File: src/rtl/core/rbbf_pkg.sv
// rbbf_pkg: constants, types and helpers shared by the box blur core.
// No dependencies.
`timescale 1ns / 1ps
package rbbf_pkg;
	localparam int MAX_KERNEL_DEF = 7;
	localparam int MAX_WIDTH_DEF  = 2048;
	localparam int MAX_HEIGHT     = 2048;
	localparam int POS_W          = 11;
	localparam int PIX_W          = 24;
	localparam int CFG_W          = 12;
	localparam int IDX_W          = 2;
	localparam int KS_W           = 3;

	typedef enum logic [IDX_W-1:0] {
		REG_WIDTH  = 2'd0,
		REG_HEIGHT = 2'd1,
		REG_KSIZE  = 2'd2
	} cfg_reg_t;

	typedef logic [PIX_W-1:0] pix_t;

	// sum of one column of the window, per channel (max 7*255)
	typedef struct packed {
		logic [11:0] r;
		logic [11:0] g;
		logic [11:0] b;
	} csum_t;

	// reciprocal of k*k, 20 fraction bits, rounded up; exact floor for sums up to 255 * area
	// k = 1 is a pass-through and does not use the multiply
	function automatic logic [19:0] recip(input logic [3:0] k);
		case (k)
			4'd1:    recip = 20'hFFFFF;
			4'd2:    recip = 20'd262144;
			4'd3:    recip = 20'd116509;
			4'd4:    recip = 20'd65536;
			4'd5:    recip = 20'd41944;
			4'd6:    recip = 20'd29128;
			4'd7:    recip = 20'd21400;
			default: recip = 20'd21400;
		endcase
	endfunction
endpackage

File: src/rtl/core/rbbf_cell.sv
// rbbf_cell: one window column cell; holds a vertical strip sum, passes it on.
// Depends on rbbf_pkg.
`timescale 1ns / 1ps
module rbbf_cell import rbbf_pkg::*; (
	input  logic  clk,
	input  logic  en,
	input  csum_t sum_in,
	output csum_t sum_q
);
	always_ff @(posedge clk) begin
		if (en) sum_q <= sum_in;
	end
endmodule

File: config.mk
export PLATFORM = sky130hd
export DESIGN_NAME = rbbf_cell
export DESIGN_NICKNAME = d
export VERILOG_FILES = /design/src/rtl/core/rbbf_pkg.sv /design/src/rtl/core/rbbf_cell.sv
export SDC_FILE = /design/constraint.sdc
export NUM_CORES = 1
export LEC_CHECK = 0
export BUFFER_PORTS_ARGS = -buffer_cell sky130_fd_sc_hd__buf_2
export CORE_MARGIN = 3
export CORE_UTILIZATION = 36
export DETAILED_ROUTE_END_ITERATION = 10
export GPL_ROUTABILITY_DRIVEN = 1
export PLACE_DENSITY_LB_ADDON = 0.2
export SLEW_MARGIN = 40
export SYNTH_ARGS = -nofsm -noshare
export SYNTH_HDL_FRONTEND = slang
export SYNTH_SLANG_ARGS = --single-unit
File: constraint.sdc
create_clock -name clk -period 0.8 [get_ports clk]
set_input_delay 0.08 -clock clk [delete_from_list [all_inputs] [get_ports clk]]
set_output_delay 0.08 -clock clk [all_outputs]
set_load 0.005 [all_outputs]
# Yosys cells after proc, flatten, opt, wreduce, memory -nomap -nowiden
# Index checks and enable logic that the tools add are counted.
# totals
inputBits,38
elab_cells,3
out_inout_bits,36
ff_bits,36

# Longest topological paths before layout
# Gate-level depths: netlist of the first run.
# depth
word_depth,0
ltp_mapped,0
depth_no_buf,0

# Worst setup path after synthesis of the first run
# Ideal clock, no wire load.
# synth_path
path_type,register -> output
startpoint,register sum_q[0] (netlist bit)
endpoint,output sum_q[0] (netlist bit)
path_buffers,0
arrival_ns,0.355
stages_incl_launch_ff,1
t_required_ns,0.720
path_slack_ns,0.365
path_cell_list,edfxtp_1
# synth_rtl
element,line_no,rtl
from (decl),rbbf_cell.sv:8,output csum_t sum_q
from (signal assigned),rbbf_cell.sv:11,if (en) sum_q <= sum_in;
# No word-level cell between the ends.

# Worst setup path after layout of the first run
# layout_path
startpoint,register sum_q[1] (netlist bit)
endpoint,output sum_q[1] (netlist bit)
# No word-level cell between the ends.

==> results.md, run 1 <==
| Parameter | Value | Unit |
| --- | --- | --- |
| Result of the run | finished with violations | - |
| Failing checks | negative setup slack | - |
| Number of clock sinks | 36 | - |
| Routed WL per cell | 12.9 | um |
| Post-synth top area share | 100 | % |
| Terminating pin of the worst hold path | sum_q[21] | - |
| 1st-iter DRT viols | 10 | - |
| Count of flip-flops with a built-in enable after synthesis | 36 | - |
| Clock group share of total power | 23.7 | % |
| Syn_area_per_cell | 30.0 | um^2 |
| Cell area after layout | 0.00193 | mm^2 |
| Post-DRT Antenna Nets | 0 | - |
| Antenna diode count | 0 | - |
| Growth of design area from synthesis to finish | 78.6 | % |
| Arrival time worst endpoint | 0.85 | ns |
| Clock root buffer | clkbuf_4 | - |
| Number of input and output port buffers inserted | 73 | - |
| Net switching power figure | 0.722 | mW |
| Critical path fanouts, max | 1 | - |
| Min Clock Period, post-route | 0.934 | ns |
| Final number of max-transition violations | 0 | - |
| Total leakage power | 0.835 | nW |
| CTS tree | yes | - |
| Crit path capture type | output pin | - |
| Top FF cell, synth | edfxtp_1 | - |
| Post-synthesis sequential element count | 36 | - |
| DRC violation count after routing | 0 | - |
| Largest registers | sum_q (36) | - |
| Final hold violation count | 0 | - |
| Cell type with the largest total area after synthesis | edfxtp_1 | - |
| Kind of launch point of the worst setup path | flop | - |
| Worst Tran Pin Value | 0.101 | ns |
| Area taken by flip-flops and latches | 0.00108 | mm^2 |
| Number of buffer and inverter stages on the critical path | 1 | - |
| Fraction of synthesis flops using an asynchronous set or reset pin | 0 | % |
| Number of failing setup endpoints in the final timing report | 36 | - |
| Cell Chain, Critical Path | buf_2 | - |
| Pin count of the biggest net entering global routing | 19 | - |
| Final RePlAce weighted congestion | 0.670 | - |
| Clock H-tree levels | 2 | - |
| Setup TNS | -3.89 | ns |
| Horizontal extent of the die | 60.8 | um |
| CTS max path bufs | 2 | - |
| Required time reported for the critical path endpoint | 0.72 | ns |
| Number of global-route vias before repair | 839 | - |
| Ratio of routed vias to standard cells | 4.29 | - |
| Area used by multi-input combinational logic | 0 | um^2 |
| Total internal power | 2.83 | mW |
| Startpoint of the tightest hold check path | en | - |
| Power density cells | 1840 | mW/mm^2 |
| Total routing resource utilization after global routing | 14.4 | % |
| Effective utilization at floorplan | 38.5 | % |
| Setup repair bufs after CTS | 0 | - |
| Sequential fraction of the synthesis area | 100 | % |
| Count of unique library cells instantiated by Yosys | 1 | - |
| Hold Path Depth | 2 | - |
| I/O Pins | 74 | - |
| Count of TritonRoute iterations in the first routing pass | 4 | - |
| Synthesized instance count | 36 | - |
| Crit path kind | flop to output pin | - |
| Chip Height | 60.8 | um |
| Synth Cell Area | 0.00108 | mm^2 |
| Count of synthesis-stage warnings from yosys | 0 | - |
| Share of post-route cells with drive strength above 1 | 51.9 | % |
| Main area contributors after synthesis | edfxtp_1 (100%) | - |
| Cell class contributing the biggest share of worst-path delay | flip-flops | - |
| Total routed wirelength | 2.39 | mm |
| Maximum clock rate | 1070 | MHz |
| Type of the most critical hold path | input pin to flop | - |
| Comb_multi_in | 0 | - |
| Total gr overflow | 0 | - |
| Placed inst area | 0.00153 | mm^2 |
| Total core area | 0.00281 | mm^2 |
| Post-CTS resize count | 0 | - |
| Post-placement worst setup slack | 0.111 | ns |
| Number of antenna violations at the first check in global routing | 0 | - |
| Worst rel slew slack | 93.3 | % |
| Final std cells w/o fill | 185 | - |
| Post-route worst setup slack | -0.134 | ns |
| Inserted Clock Buffers | 5 | - |
| Portion of total power attributed to combinational logic | 12.4 | % |
| Dpl cells | 142 | - |
| Nets in the synthesized netlist | 74 | - |
| Reg power frac | 63.9 | % |
| Slowest library cell on the worst path | edfxtp_1 | - |
| Largest register FFs | 36 | - |
| Unrepaired setup endpoints after global routing | true | - |
| Maximum vdd ir drop | 0.00138 | V |
| Proportion of total power due to net switching | 20.3 | % |
| Leading post-synthesis cells by instance count | edfxtp_1 (36) | - |
| Post-route clock period utilization | 117 | % |
| Cell with the most instances after synthesis | edfxtp_1 | - |
| Max incr delay on CP | 0.39 | ns |
| Area enclosed by the die boundary | 0.00370 | mm^2 |
| Global-route wire length before repair | 3.59 | mm |
| # nets final | 192 | - |
| Max-capacitance violation count | 0 | - |
| Number of cell rows | 19 | - |
| Number of vias after detailed routing | 793 | - |
| Register containing the most flip-flops in the final layout | sum_q | - |
| Fill cells | 203 | - |
| CTS clk-pin slew, worst paths | 0.10 | ns |
[metal layers]
layer	routed length [um]	track usage, %
met1	827	13.1
met2	1310	25.8
met4	65	10.2
met5	0	0
met3	195	5.53
[repair_timing]
| item | CTS | global route |
|---|---|---|
| hold endpoints to repair | 36 | 0 |
| hold buffers | 36 | 0 |
| endpoints found under the setup margin | 36 | 36 |
[through the flow]
stage | util, % | power (mW) | hold slack (ns)
final | 68.8 | 3.55 | 0.179
after global routing | 68.8 | 3.73 | 0.179
after CTS | 68.8 | 3.61 | 0.163
after detailed placement | 54.4 | 2.62 | 0.258
after global placement | 54.4 | 2.62 | 0.258
after floorplan | - | 2.34 | 0.179
[how the worst max path moves through the flow]
stage	end	from	cells after the start
2_1_floorplan	sum_q[0]	sum_q[0]	0
3_3_place_gp	sum_q[10]	en	2
5_1_grt	sum_q[1]	sum_q[1]	1
3_5_place_dp	sum_q[31]	en	2
4_1_cts	sum_q[19]	sum_q[19]	1
6_report	sum_q[1]	sum_q[1]	1
[power groups by stage]
stage	clock network [mW]	registers, mW	logic (mW)
after floorplan	0	2.34	0
after global placement	0	2.31	0.304
after detailed placement	0	2.31	0.310
after CTS	0.899	2.27	0.445
after global routing	0.961	2.28	0.487
final	0.841	2.27	0.440
[cell families (layout without fill, tap and decap cells)]
| kind of cell | Yosys count | after routing | synth area share [%] |
|---|---|---|---|
| buffers and inverters | 0 | 118 | 0 |
| DFF | 36 | 36 | 100 |
[cells in the final DEF, fill, tap and decap left out, drive strengths merged]
cell type and n:
buf 75, dlygate4sd3 36, edfxtp 36, clkbuf 5
clkinv 2
[cell type report]
type	instances	area share (%)
clock buffer	5	1.94
clock inverter	2	0.389
sequential	36	56.0
tap	31	2.01
timing repair buffer	111	39.7
(Power assumes the default switching activity.)
==> run 2: changes to the inputs <==
ABC_CLOCK_PERIOD_IN_PS = 800   (was not set)
CORE_UTILIZATION = 38   (was 36)
CTS_BUF_LIST = sky130_fd_sc_hd__clkbuf_4 sky130_fd_sc_hd__clkbuf_8   (was not set)
SLEW_MARGIN = not set   (was 40)
==> results.md, run 2 (synthesized netlist as in run 1, its figures left out) <==
| Parameter | Value | Unit |
| --- | --- | --- |
| Terminating pin of the worst hold path | sum_q[28] | - |
| Proportion of total power due to net switching | 20.2 | % |
| Growth of design area from synthesis to finish | 78.9 | % |
| Most common library cell in the layout ignoring fill and taps | buf_2 | - |
| Cell class contributing the biggest share of worst-path delay | flip-flops | - |
| Min Clock Period, post-route | 0.949 | ns |
| Clock root buffer | clkbuf_4 | - |
| Cell Chain, Critical Path | buf_2 | - |
| Total leakage power | 0.840 | nW |
| Maximum clock rate | 1050 | MHz |
| Total gr overflow | 0 | - |
| Number of antenna violations at the first check in global routing | 0 | - |
| Number of cell rows | 18 | - |
| Post-CTS resize count | 0 | - |
| Failing checks | negative setup slack | - |
| Kind of launch point of the worst setup path | flop | - |
| Area taken by flip-flops and latches | 0.00108 | mm^2 |
| Net switching power figure | 0.731 | mW |
| Clock H-tree levels | 2 | - |
| Required time reported for the critical path endpoint | 0.72 | ns |
| Area enclosed by the die boundary | 0.00352 | mm^2 |
| Worst rel slew slack | 93.2 | % |
| Critical path fanouts, max | 1 | - |
| Global-route wire length before repair | 3.73 | mm |
| Number of input and output port buffers inserted | 73 | - |
| Reg power frac | 62.9 | % |
| Share of post-route cells with drive strength above 1 | 53.2 | % |
| Total core area | 0.00259 | mm^2 |
| CTS clk-pin slew, worst paths | 0.10 | ns |
| Total routing resource utilization after global routing | 15.2 | % |
| Post-DRT Antenna Nets | 0 | - |
| CTS tree | yes | - |
| Maximum vdd ir drop | 0.00152 | V |
| Commonest cells after routing, fill and taps aside | buf_2 (73), dlygate4sd3_1 (36), edfxtp_1 (36), clkbuf_4 (6), buf_12 (2) | - |
| Area used by multi-input combinational logic | 0 | um^2 |
| Largest registers | sum_q (36) | - |
| Type of the most critical hold path | input pin to flop | - |
| Clock group share of total power | 24.9 | % |
| Post-route worst setup slack | -0.149 | ns |
| 1st-iter DRT viols | 22 | - |
| Startpoint of the tightest hold check path | en | - |
| Ratio of routed vias to standard cells | 4.31 | - |
| Power density cells | 1870 | mW/mm^2 |
| Max-capacitance violation count | 0 | - |
| Crit path capture type | output pin | - |
| Final number of max-transition violations | 0 | - |
| CTS max path bufs | 2 | - |
| Number of failing setup endpoints in the final timing report | 36 | - |
| Crit path kind | flop to output pin | - |
| Final hold violation count | 0 | - |
| Final RePlAce weighted congestion | 0.647 | - |
| Largest register FFs | 36 | - |
| Effective utilization at floorplan | 41.7 | % |
| Result of the run | finished with violations | - |
| Number of vias after detailed routing | 793 | - |
| Worst Tran Pin Value | 0.102 | ns |
| Inserted Clock Buffers | 5 | - |
| DRC violation count after routing | 0 | - |
| Count of TritonRoute iterations in the first routing pass | 3 | - |
| Routed WL per cell | 13.6 | um |
| Final std cells w/o fill | 184 | - |
| Horizontal extent of the die | 59.3 | um |
| Total routed wirelength | 2.51 | mm |
| Number of buffer and inverter stages on the critical path | 1 | - |
| Chip Height | 59.3 | um |
| Number of global-route vias before repair | 832 | - |
| # nets final | 192 | - |
| Total internal power | 2.88 | mW |
| Portion of total power attributed to combinational logic | 12.3 | % |
| Antenna diode count | 0 | - |
| Max incr delay on CP | 0.40 | ns |
| Dpl cells | 141 | - |
| I/O Pins | 74 | - |
| Worst hold slack | 0.183 | ns |
| Post-placement worst setup slack | 0.111 | ns |
| Unrepaired setup endpoints after global routing | true | - |
| Setup repair bufs after CTS | 0 | - |
| Slowest library cell on the worst path | edfxtp_1 | - |
| Post-layout total power | 3.61 | mW |
| Comb_multi_in | 0 | - |
| Fill cells | 172 | - |
| Arrival time worst endpoint | 0.87 | ns |
| Post-route clock period utilization | 119 | % |
| Pin count of the biggest net entering global routing | 19 | - |
| Number of clock sinks | 36 | - |
| Register containing the most flip-flops in the final layout | sum_q | - |
| Hold Path Depth | 2 | - |
==> run 2: cell types whose count changed in the layout (fill, tap and decap cells not counted), sizes merged <==
cell / change
clkinv: -1
clkbuf: +1
==> run 2: how the worst max path moves through the flow <==
stage | startpoint | endpoint | slack [ns] | depth (start not counted)
floorplan | sum_q[0] | sum_q[0] | 0.36 | 0
global placement | en | sum_q[12] | 0.12 | 2
detailed placement | en | sum_q[19] | 0.11 | 2
CTS | sum_q[9] | sum_q[9] | -0.17 | 1
global route | sum_q[20] | sum_q[20] | -0.20 | 1
finish | sum_q[28] | sum_q[28] | -0.15 | 1
==> run 2: layout make-up <==
class,count,area share (%)
clock buffer,6,2.33
sequential,36,55.9
tap,30,1.94
clock inverter,1,0.259
timing repair buffer,111,39.6
==> run 2: power groups by stage <==
stage | logic (mW) | registers, mW | clock network [mW]
detailed placement | 0.313 | 2.32 | 0
CTS | 0.447 | 2.27 | 0.926
global placement | 0.305 | 2.31 | 0
floorplan | 0 | 2.34 | 0
finish | 0.443 | 2.27 | 0.898
global route | 0.483 | 2.29 | 1.00
==> run 2: timing repair <==
| action | in CTS | in global routing |
|---|---|---|
| hold endpoints to repair | 36 | 0 |
| hold buffers | 36 | 0 |
| endpoints found under the setup margin | 36 | 36 |
==> run 2: metal layers <==
metal,track usage [%],up-vias,wire length (um)
met4,6.80,0,48
met2,28.4,44,1390
met5,0,-,0
li1,-,382,-
met3,5.45,5,233
met1,14.7,362,834
==> run 2: metrics by stage <==
step | utilization (%) | cell area (um^2) | setup TNS (ns)
floorplan | - | 1080 | 0
global placement | 58.8 | 1520 | 0
detailed placement | 58.8 | 1520 | 0
CTS | 74.7 | 1930 | -4.71
global route | 74.7 | 1930 | -5.73
finish | 74.7 | 1930 | -3.83
==> run 3: changes to the inputs <==
RECOVER_POWER = 100   (was not set)
==> results.md, run 3 (synthesized netlist as in run 1, its figures left out) <==
| Parameter | Value | Unit |
| --- | --- | --- |
| Terminating pin of the worst hold path | sum_q[20] | - |
| Worst rel slew slack | 70.7 | % |
| Cell Chain, Critical Path | buf_2 | - |
| Largest registers | sum_q (36) | - |
| Crit path capture type | output pin | - |
| Horizontal extent of the die | 59.3 | um |
| Max-capacitance violation count | 0 | - |
| Failing checks | negative setup slack | - |
| Clock H-tree levels | 2 | - |
| Required time reported for the critical path endpoint | 0.72 | ns |
| Slowest library cell on the worst path | edfxtp_1 | - |
| Share of post-route cells with drive strength above 1 | 53.2 | % |
| Comb_multi_in | 0 | - |
| Post-route worst setup slack | -0.147 | ns |
| Type of the most critical hold path | input pin to flop | - |
| Growth of design area from synthesis to finish | 76.2 | % |
| # nets final | 192 | - |
| Number of antenna violations at the first check in global routing | 0 | - |
| Number of vias after detailed routing | 798 | - |
| Area enclosed by the die boundary | 0.00352 | mm^2 |
| Max incr delay on CP | 0.40 | ns |
| Hold Path Depth | 2 | - |
| Maximum clock rate | 1060 | MHz |
| Final RePlAce weighted congestion | 0.647 | - |
| Post-DRT Antenna Nets | 0 | - |
| Total leakage power | 0.830 | nW |
| Global routing's busiest layer | met2 | - |
| Antenna diode count | 0 | - |
| Placed inst area | 0.00152 | mm^2 |
| Number of buffer and inverter stages on the critical path | 1 | - |
| Result of the run | finished with violations | - |
| Clock root buffer | clkbuf_4 | - |
| CTS max path bufs | 2 | - |
| CTS tree | yes | - |
| I/O Pins | 74 | - |
| Cell area after layout | 0.00190 | mm^2 |
| Area used by multi-input combinational logic | 0 | um^2 |
| CTS clk-pin slew, worst paths | 0.10 | ns |
| Total core area | 0.00259 | mm^2 |
| Global-route wire length before repair | 3.73 | mm |
| Unrepaired setup endpoints after global routing | true | - |
| Count of TritonRoute iterations in the first routing pass | 4 | - |
| Post-placement worst setup slack | 0.111 | ns |
| Critical path fanouts, max | 1 | - |
| Number of input and output port buffers inserted | 73 | - |
| Post-route clock period utilization | 118 | % |
| Number of global-route vias before repair | 832 | - |
| Min Clock Period, post-route | 0.947 | ns |
| Worst Tran Pin Value | 0.439 | ns |
| Number of cell rows | 18 | - |
| Effective utilization at floorplan | 41.7 | % |
| Final number of max-transition violations | 0 | - |
| Post-CTS resize count | 0 | - |
| DRC violation count after routing | 0 | - |
| Setup repair bufs after CTS | 0 | - |
| Share of the core filled with cells in the final layout | 73.5 | % |
| Met2 Usage GRT | 28.4 | % |
| Final hold violation count | 0 | - |
| Register containing the most flip-flops in the final layout | sum_q | - |
| Commonest cells after routing, fill and taps aside | buf_2 (73), dlygate4sd3_1 (36), edfxtp_1 (36), clkbuf_4 (6), clkbuf_2 (2) | - |
| Largest register FFs | 36 | - |
| Chip Height | 59.3 | um |
| Cell class contributing the biggest share of worst-path delay | flip-flops | - |
| Routed WL per cell | 13.6 | um |
| Post-layout total power | 3.59 | mW |
| Power density cells | 1880 | mW/mm^2 |
| Inserted Clock Buffers | 5 | - |
| Maximum vdd ir drop | 0.00151 | V |
| Total routed wirelength | 2.51 | mm |
| Global Route met3 Usage | 5.45 | % |
| Total gr overflow | 0 | - |
| Ratio of routed vias to standard cells | 4.34 | - |
| Startpoint of the tightest hold check path | en | - |
| Arrival time worst endpoint | 0.87 | ns |
| Pin count of the biggest net entering global routing | 19 | - |
| Most common library cell in the layout ignoring fill and taps | buf_2 | - |
| Crit path kind | flop to output pin | - |
| Number of clock sinks | 36 | - |
| 1st-iter DRT viols | 28 | - |
| Total routing resource utilization after global routing | 15.2 | % |
| Kind of launch point of the worst setup path | flop | - |
| Number of failing setup endpoints in the final timing report | 36 | - |
| Met1 layer usage reported by global route | 14.7 | % |
## run 3: cell count changes in the layout (fill, tap and decap cells not counted), sizes merged
| cell | delta |
|---|---|
| clkbuf | +2 |
| buf | -2 |
## run 3: per-stage QoR
step	hold WS, ns	setup TNS [ns]	cells
floorplan	0.179	0	36
global placement	0.258	0	141
detailed placement	0.258	0	141
CTS	0.167	-4.71	184
global route	0.409	-5.73	184
finish	0.399	-3.79	184
## run 3: final cells by class
cell class              instances  area, um^2
clock buffers                   6        45.0
clock inverters                 1        5.00
fillers                       176         686
flip-flops and latches         36        1080
well taps                      30        37.5
repair buffers                111         736
## run 3: power by group
| group | internal (mW) | switching [mW] |
|---|---|---|
| Sequential | 2.24 | 0.0338 |
| Combinational | 0.270 | 0.154 |
| Clock | 0.358 | 0.536 |
| Total | 2.87 | 0.724 |
## run 3: how the worst max path moves through the flow
stage,from,to,depth (start not counted)
after floorplan,sum_q[0],sum_q[0],0
after global routing,sum_q[20],sum_q[20],1
after detailed placement,en,sum_q[19],2
after CTS,sum_q[9],sum_q[9],1
final,sum_q[28],sum_q[28],1
after global placement,en,sum_q[12],2
## run 3: metal layers
layer,vias to the layer above,wire length (um),part of all wire [%]
met4,0,48,1.9
met3,5,233,9.3
met5,-,0,0
li1,380,-,-
met1,369,819,33
met2,44,1410,56
## run 3: repair_timing
action                                  CTS  global route
endpoints found under the hold margin    36             0
endpoints found under the setup margin   36            36
cloned                                    0             0
hold buffers                             36             0
